`src/sv/oss_pkg.sv`:
```
// Package for the outside score span table.
// Holds field widths, operation codes and the query stage record.
// No dependencies.
package oss_pkg;

	localparam int OP_W    = 2;
	localparam int SCORE_W = 16;
	localparam int SPAN_W  = 9;
	localparam int SUM_W   = 24;

	localparam logic [OP_W-1:0] OP_CLEAR  = 2'd0;
	localparam logic [OP_W-1:0] OP_APPEND = 2'd1;
	localparam logic [OP_W-1:0] OP_QUERY  = 2'd2;

	typedef logic [SUM_W-1:0] sum_t;

	typedef struct packed {
		logic bad_span;
		logic start_zero;
		logic start_total;
		logic end_zero;
		logic end_total;
		sum_t total;
	} oss_query_t;

endpackage

```
`src/sv/oss_combine.sv`:
```
// Result stage: forms prefix(i) + total - prefix(j) and holds the result word.
// Owns the stage one and output valid flags and the backpressure.
// Depends on oss_pkg.
module oss_combine import oss_pkg::*; (
	input  logic              clk,
	input  logic              arst_n,
	input  logic              query_load,
	input  oss_query_t        query_s1,
	input  sum_t              start_data_s1,
	input  sum_t              end_data_s1,
	output logic              in_ready,
	output logic              out_valid,
	input  logic              out_ready,
	output logic signed [SUM_W-1:0] outside_score,
	output logic              error
);

	logic s1_valid_q;
	logic out_valid_q;
	logic advance;
	sum_t start_sum;
	sum_t end_sum;
	sum_t result;

	assign advance   = !out_valid_q || out_ready;
	assign in_ready  = !s1_valid_q || advance;
	assign out_valid = out_valid_q;

	always_comb begin
		if (query_s1.start_zero) begin
			start_sum = '0;
		end else if (query_s1.start_total) begin
			start_sum = query_s1.total;
		end else begin
			start_sum = start_data_s1;
		end
		if (query_s1.end_zero) begin
			end_sum = '0;
		end else if (query_s1.end_total) begin
			end_sum = query_s1.total;
		end else begin
			end_sum = end_data_s1;
		end
		result = start_sum + query_s1.total - end_sum;
	end

	always_ff @(posedge clk or negedge arst_n) begin
		if (!arst_n) begin
			s1_valid_q  <= 1'b0;
			out_valid_q <= 1'b0;
		end else begin
			if (query_load) begin
				s1_valid_q <= 1'b1;
			end else if (advance) begin
				s1_valid_q <= 1'b0;
			end
			if (advance) begin
				out_valid_q <= s1_valid_q;
			end
		end
	end

	always_ff @(posedge clk) begin
		if (advance && s1_valid_q) begin
			outside_score <= query_s1.bad_span ? '0 : result;
			error         <= query_s1.bad_span;
		end
	end

endmodule

```
`config.mk`:
```
export PLATFORM = sky130hd
export DESIGN_NAME = oss_combine
export DESIGN_NICKNAME = d
export VERILOG_FILES = /design/src/sv/oss_pkg.sv /design/src/sv/oss_combine.sv
export SDC_FILE = /design/constraint.sdc
export NUM_CORES = 1
export LEC_CHECK = 0
export ABC_AREA = 0
export BUFFER_PORTS_ARGS = -buffer_cell sky130_fd_sc_hd__buf_2
export CORE_MARGIN = 2
export CORE_UTILIZATION = 55
export DETAILED_ROUTE_END_ITERATION = 12
export HOLD_SLACK_MARGIN = 0.02
export PLACE_DENSITY = 0.86
export SYNTH_ARGS = -nofsm -noshare
export SYNTH_HDL_FRONTEND = slang
export SYNTH_SLANG_ARGS = --single-unit
```
`constraint.sdc`:
```
create_clock -name clk -period 3.7 [get_ports clk]
set_input_delay 0.37 -clock clk [delete_from_list [all_inputs] [get_ports clk]]
set_output_delay 0.37 -clock clk [all_outputs]
set_load 0.01 [all_outputs]
```
# [Word-level counts from Yosys, hierarchy flattened]
# Index checks and enable logic that the tools add are counted.
[word_totals] regBits=27 wordCells=18 inputBits=81
[op_classes] muxes=6 reduce_logical=6 addsub=2
[op_table] op="two-way mux 24 bit" n=4
[op_table] op="adder 24 bit" n=1
[op_table] op="subtractor 24 bit" n=1
[op_table] op="logical NOT 1 bit" n=2
[op_table] op="logical OR 1 bit" n=2
[op_table] op="two-way mux 1 bit" n=2
[op_table] op="nonzero test 2 bit" n=1
[op_table] op="logical AND 1 bit" n=1

# [Depth between registers and ports, before layout]
[depth] word_depth=4 depth_mapped=14

# [Worst setup path after synthesis]
# OpenSTA, ideal clock, no wires.
[synth_timing] path_kind="input -> register" from="input query_s1[24] in the netlist's numbering" to="register outside_score[19], data pin" setup_slack_ns=0.174 path_stages=13 path_buffers=2 arrival_ns=3.266 t_required_ns=3.440 cell_sequence="clkbuf_1 > buf_2 > mux2i_1 > nor2_1 > fa_1 > inv_1 > ha_1 > and2_2 > and3_4 > a22oi_2 > a21bo_1 > a21oi_2 > mux2_4"
[synth_between] elab_chain_cells=3
[synth_rtl] item="start: declaration" line="oss_combine.sv:8" text="input oss_query_t query_s1,"
[synth_rtl] item="two-way mux 24 bit" line="oss_combine.sv:39" text="end else if (query_s1.end_total) begin"
[synth_rtl] item="two-way mux 24 bit" line="oss_combine.sv:37" text="if (query_s1.end_zero) begin"
[synth_rtl] item="subtractor 24 bit" line="oss_combine.sv:44" text="result = start_sum + query_s1.total - end_sum;"
[synth_rtl] item="end signal: assignment" line="oss_combine.sv:65" text="outside_score <= query_s1.bad_span ? '0 : result;"
[synth_rtl] item="end: declaration" line="oss_combine.sv:14" text="output logic signed [SUM_W-1:0] outside_score,"
# No other way between the ends.
# A chain may end at the register's enable or synchronous reset.

# [Final worst setup path]
[layout_timing] from="input query_s1[26] in the netlist's numbering" to="register outside_score[22], data pin"
[layout_between] elab_chain_cells=4
[layout_rtl] item="two-way mux 24 bit" line="oss_combine.sv:32" text="end else if (query_s1.start_total) begin"
[layout_rtl] item="two-way mux 24 bit" line="oss_combine.sv:30" text="if (query_s1.start_zero) begin"
[layout_rtl] item="adder 24 bit" line="oss_combine.sv:44"
[layout_rtl] item="subtractor 24 bit" line="oss_combine.sv:44"
# No other way between the ends.

==> flow_metrics.env <==
export IMPL_path_depth=13
export IMPL_cp_cell_sequence="buf_2, buf_4, mux2i_1, or2_2, fa_1, inv_1, ha_1, a21o_1, a211o_1, a21oi_1, nand2_1, a21oi_1, mux2_1"
export IMPL_grt_util_all_layers_pct=24.5
export IMPL_tritoncts="yes"
export IMPL_start_util_pct=56.6
export IMPL_worst_slew_slack_as_a_fraction_of_its_limit_pct=29.0
export IMPL_multi_input_comb_area_um2=2680
export IMPL_hold_ws_ns=0.303
export IMPL_grt_pass1_wl_um=15200
export IMPL_start_kind="input pin"
export IMPL_post_cts_setup_buffers=0
export IMPL_crit_path_end_kind="register"
export IMPL_power_leakage_nw=2.38
export IMPL_worst_setup_path_startpoint="query_s1[26]"
export IMPL_synth_top_family_by_area="adder cells"
export IMPL_finalSetupTns_ns=0
export IMPL_worstSetupPathType="input pin to register"
export IMPL_yosysSeqAreaShare_pct=21.0
export IMPL_finalClockSkew_ns=0.00342
export IMPL_worst_slew_pin_transition_ns=1.06
export IMPL_syn_area_um2=3820
export IMPL_hold_path_startpoint="query_load"
export IMPL_asyncSetResetFlopFracSynth_pct=7.41
export IMPL_grt_setup_unrepaired="false"
export IMPL_antenna_found_initial=0
export IMPL_detailed_placer_s_ending_hpwl_um=7500
export IMPL_leading_register_cell_type_out_of_synthesis="sky130_fd_sc_hd__edfxtp_1"
export IMPL_gp_routability_congestion=0.933
export IMPL_die_x_um=87.4
export IMPL_timing_final_crit_share_pct=92.0
export IMPL_cp_endpoint="outside_score[22]"
export IMPL_setup_viol_count_final=0
export IMPL_maxClockFrequency_ghz=0.294
export IMPL_postLayoutSetupSlackWorst_ns=0.298
export IMPL_via_per_inst=5.47
export IMPL_row_count=30
export IMPL_route_detailed_wl_per_inst_um=14.2
export IMPL_drive_above_1_share_pct=31.4
export IMPL_synth_warning_count=0
export IMPL_finalCoreUtilization_pct=67.2
export IMPL_cts_made_buffers=3
export IMPL_cp_peak_stage_delay_ns=0.48
export IMPL_number_of_synthesized_flops_with_an_enable_pin=25
export IMPL_postSynthRegisterBits=27
export IMPL_drt_pass1_iter_count=4
export IMPL_wirelength_um=8810
export IMPL_finalInstanceArea_um2=4540
export IMPL_synth_simple_area_share_pct=17.4
export IMPL_synth_compound_area_share_pct=15.9
export IMPL_worstReg2RegEnd="outside_score[19]"
export IMPL_post_route_min_period_ns=3.40
export IMPL_cts_root_buffer_cell="sky130_fd_sc_hd__clkbuf_8"
export IMPL_route_antenna_remaining_nets=0
export IMPL_drc=0
export IMPL_tritoncts_num_sinks=27
export IMPL_arrival_ns=3.42
export IMPL_path_common_cell="sky130_fd_sc_hd__a21oi_1"
export IMPL_power_mw=1.62
export IMPL_synth_fp_nets=561
export IMPL_reg2reg_slack_ns=1.99
export IMPL_postSynthCellCount=433
export IMPL_number_of_violations_reported_at_the_end_of_detailed_routing_iteration_0=263
export IMPL_clock_tree_buffer_depth=2
export IMPL_hold_path_class="input pin to register"
export IMPL_io_buffer_count=107
export IMPL_number_of_max_cap_violations=0
export IMPL_dp_cells=616
export IMPL_cts_htree_levels=1
export IMPL_hold_violations=0
export IMPL_gr_total_overflow=0
export IMPL_grt_max_degree=33
export IMPL_fillerInstances=550
export IMPL_floorplan_io_pins=108
export IMPL_flow_area_growth_from_synthesis_pct=18.8
export IMPL_detailroute_via_count=3397
export IMPL_place_ws_ns=0.0462
export IMPL_crit_fanout=8
export IMPL_finalNetCount=670
export IMPL_chipHeight_um=87.4
export IMPL_post_synth_num_cell_types=60
export IMPL_power_density_nw_per_um2=357
export IMPL_area_sequential_um2=801
export IMPL_post_synthesis_mean_instance_area_um2=8.82
export IMPL_depth_of_the_worst_register_to_register_path=2
export IMPL_timing_max_transition_violations_final=0
export IMPL_dpl_cell_area_um2=4490
export IMPL_antenna_cells_inserted=0
export IMPL_cp_num_buf_inv=3
export IMPL_data_required_time_of_the_critical_path_ns=3.72
export IMPL_standard_cell_with_the_maximum_stage_delay_on_the_critical_path="sky130_fd_sc_hd__fa_1"
export IMPL_synth_xor_area_share_pct=2.29
export IMPL_clock_insertion_delay_worst_skew_ns=0.26
export IMPL_run_status="finished, final reports clean"
export IMPL_clk_pin_slew_ns=0.09
export IMPL_synth_mux_area_share_pct=14.7
export IMPL_crit_reg2reg_launch="out_valid"
export IMPL_worst_path_dominant_cell_family="compound AO/OA/AOI/OAI gates"
export IMPL_number_of_global_route_vias_before_repair=3390
export IMPL_layoutNonFillerInstCount=621
export IMPL_placeableCoreArea_um2=6760
export IMPL_vdd_drop_max_mv=0.150
export IMPL_die_area_um2=7630
export IMPL_synth_adder_area_share_pct=19.9
-- cells by family (layout without fill, tap and decap cells) --
kind of cell	Yosys count	after routing
muxes	54	54
DFF	27	27
buffers and inverters	85	193
xor gates and xnor gates	10	10
and+or+nand+nor	132	132
adders and majority gates	47	47
AOI/OAI and AO/OA	78	78
-- repair_timing --
action	in CTS	in global routing
resized for setup	0	0
endpoints found under the hold margin	2	0
endpoints found under the setup margin	0	0
hold buffers	1	0
-- worst min-delay path by stage --
stage                 end  slack, ns  cells past startpoint
2_1_floorplan   out_valid       0.07                      0
3_3_place_gp   s1_valid_q       0.15                      1
3_5_place_dp   s1_valid_q       0.16                      1
4_1_cts        s1_valid_q       0.30                      2
5_1_grt        s1_valid_q       0.29                      2
6_report       s1_valid_q       0.30                      2
-- Yosys cell counts, drive strengths merged, types with 7 or more instances --
cell type / n / area [um2]
inv: 68 / 255
nor2: 49 / 184
mux2i: 47 / 470
edfxtp: 25 / 751
ha: 24 / 300
a21oi: 23 / 130
fa: 23 / 460
or2: 23 / 144
nand2: 20 / 75.1
a21o: 13 / 97.6
o21ai: 12 / 86.3
nor2b: 10 / 62.6
buf: 9 / 51.3
clkbuf: 8 / 30.0
nor3: 8 / 40.0
mux2: 7 / 90.1
-- final cells by class --
| type | count | share of cell area [%] |
|---|---|---|
| flip-flops and latches | 27 | 17.6 |
| well taps | 80 | 2.20 |
| clock buffers | 4 | 0.992 |
| inverters | 68 | 5.62 |
| multi-input cells | 321 | 59.1 |
| repair buffers | 121 | 14.4 |
-- flip-flops by register name, summed over array words and instances (netlist names) --
register and count:
outside_score 24, error 1, out_valid 1, s1_valid_q 1
-- placed cells by master, fill, tap and decap left out, types with 3 or more instances in the layout --
master / n
sky130_fd_sc_hd__o21a_1: 5
sky130_fd_sc_hd__edfxtp_1: 25
sky130_fd_sc_hd__nor2b_1: 10
sky130_fd_sc_hd__nor3_1: 8
sky130_fd_sc_hd__xor2_1: 4
sky130_fd_sc_hd__nand3_1: 3
sky130_fd_sc_hd__mux2i_1: 47
sky130_fd_sc_hd__a211oi_2: 3
sky130_fd_sc_hd__nand2_1: 20
sky130_fd_sc_hd__xnor2_1: 6
sky130_fd_sc_hd__o21ai_1: 3
sky130_fd_sc_hd__o21ai_2: 4
sky130_fd_sc_hd__nand2b_1: 4
sky130_fd_sc_hd__mux2_1: 4
sky130_fd_sc_hd__a21o_1: 13
sky130_fd_sc_hd__clkbuf_8: 3
sky130_fd_sc_hd__buf_4: 12
sky130_fd_sc_hd__o21ai_0: 4
sky130_fd_sc_hd__a21oi_1: 21
sky130_fd_sc_hd__nor2_1: 49
sky130_fd_sc_hd__or2_2: 23
sky130_fd_sc_hd__inv_1: 68
sky130_fd_sc_hd__ha_1: 24
sky130_fd_sc_hd__mux2_4: 3
sky130_fd_sc_hd__fa_1: 23
sky130_fd_sc_hd__buf_2: 107
-- worst reg2reg max path, stage by stage (launching register included) --
cell,delay (ns)
sky130_fd_sc_hd__dfrtp_1,0.40
sky130_fd_sc_hd__nand2b_1,0.09
sky130_fd_sc_hd__and2_1,0.84
-- report_power, final --
group | switching, mW | internal, mW
Sequential | 0.0108 | 0.405
Combinational | 0.589 | 0.456
Clock | 0.0829 | 0.0768
Total | 0.682 | 0.938
-- layer usage --
layer / up-vias / global-route usage (%) / routed length [um]
li1: 1678 / - / -
met1: 1575 / 33.8 / 3870
met2: 128 / 41.9 / 4230
met3: 16 / 1.80 / 571
met4: 0 / 5.59 / 138
met5: - / 0 / 0
Note: power is estimated with default switching activity, not from simulation.
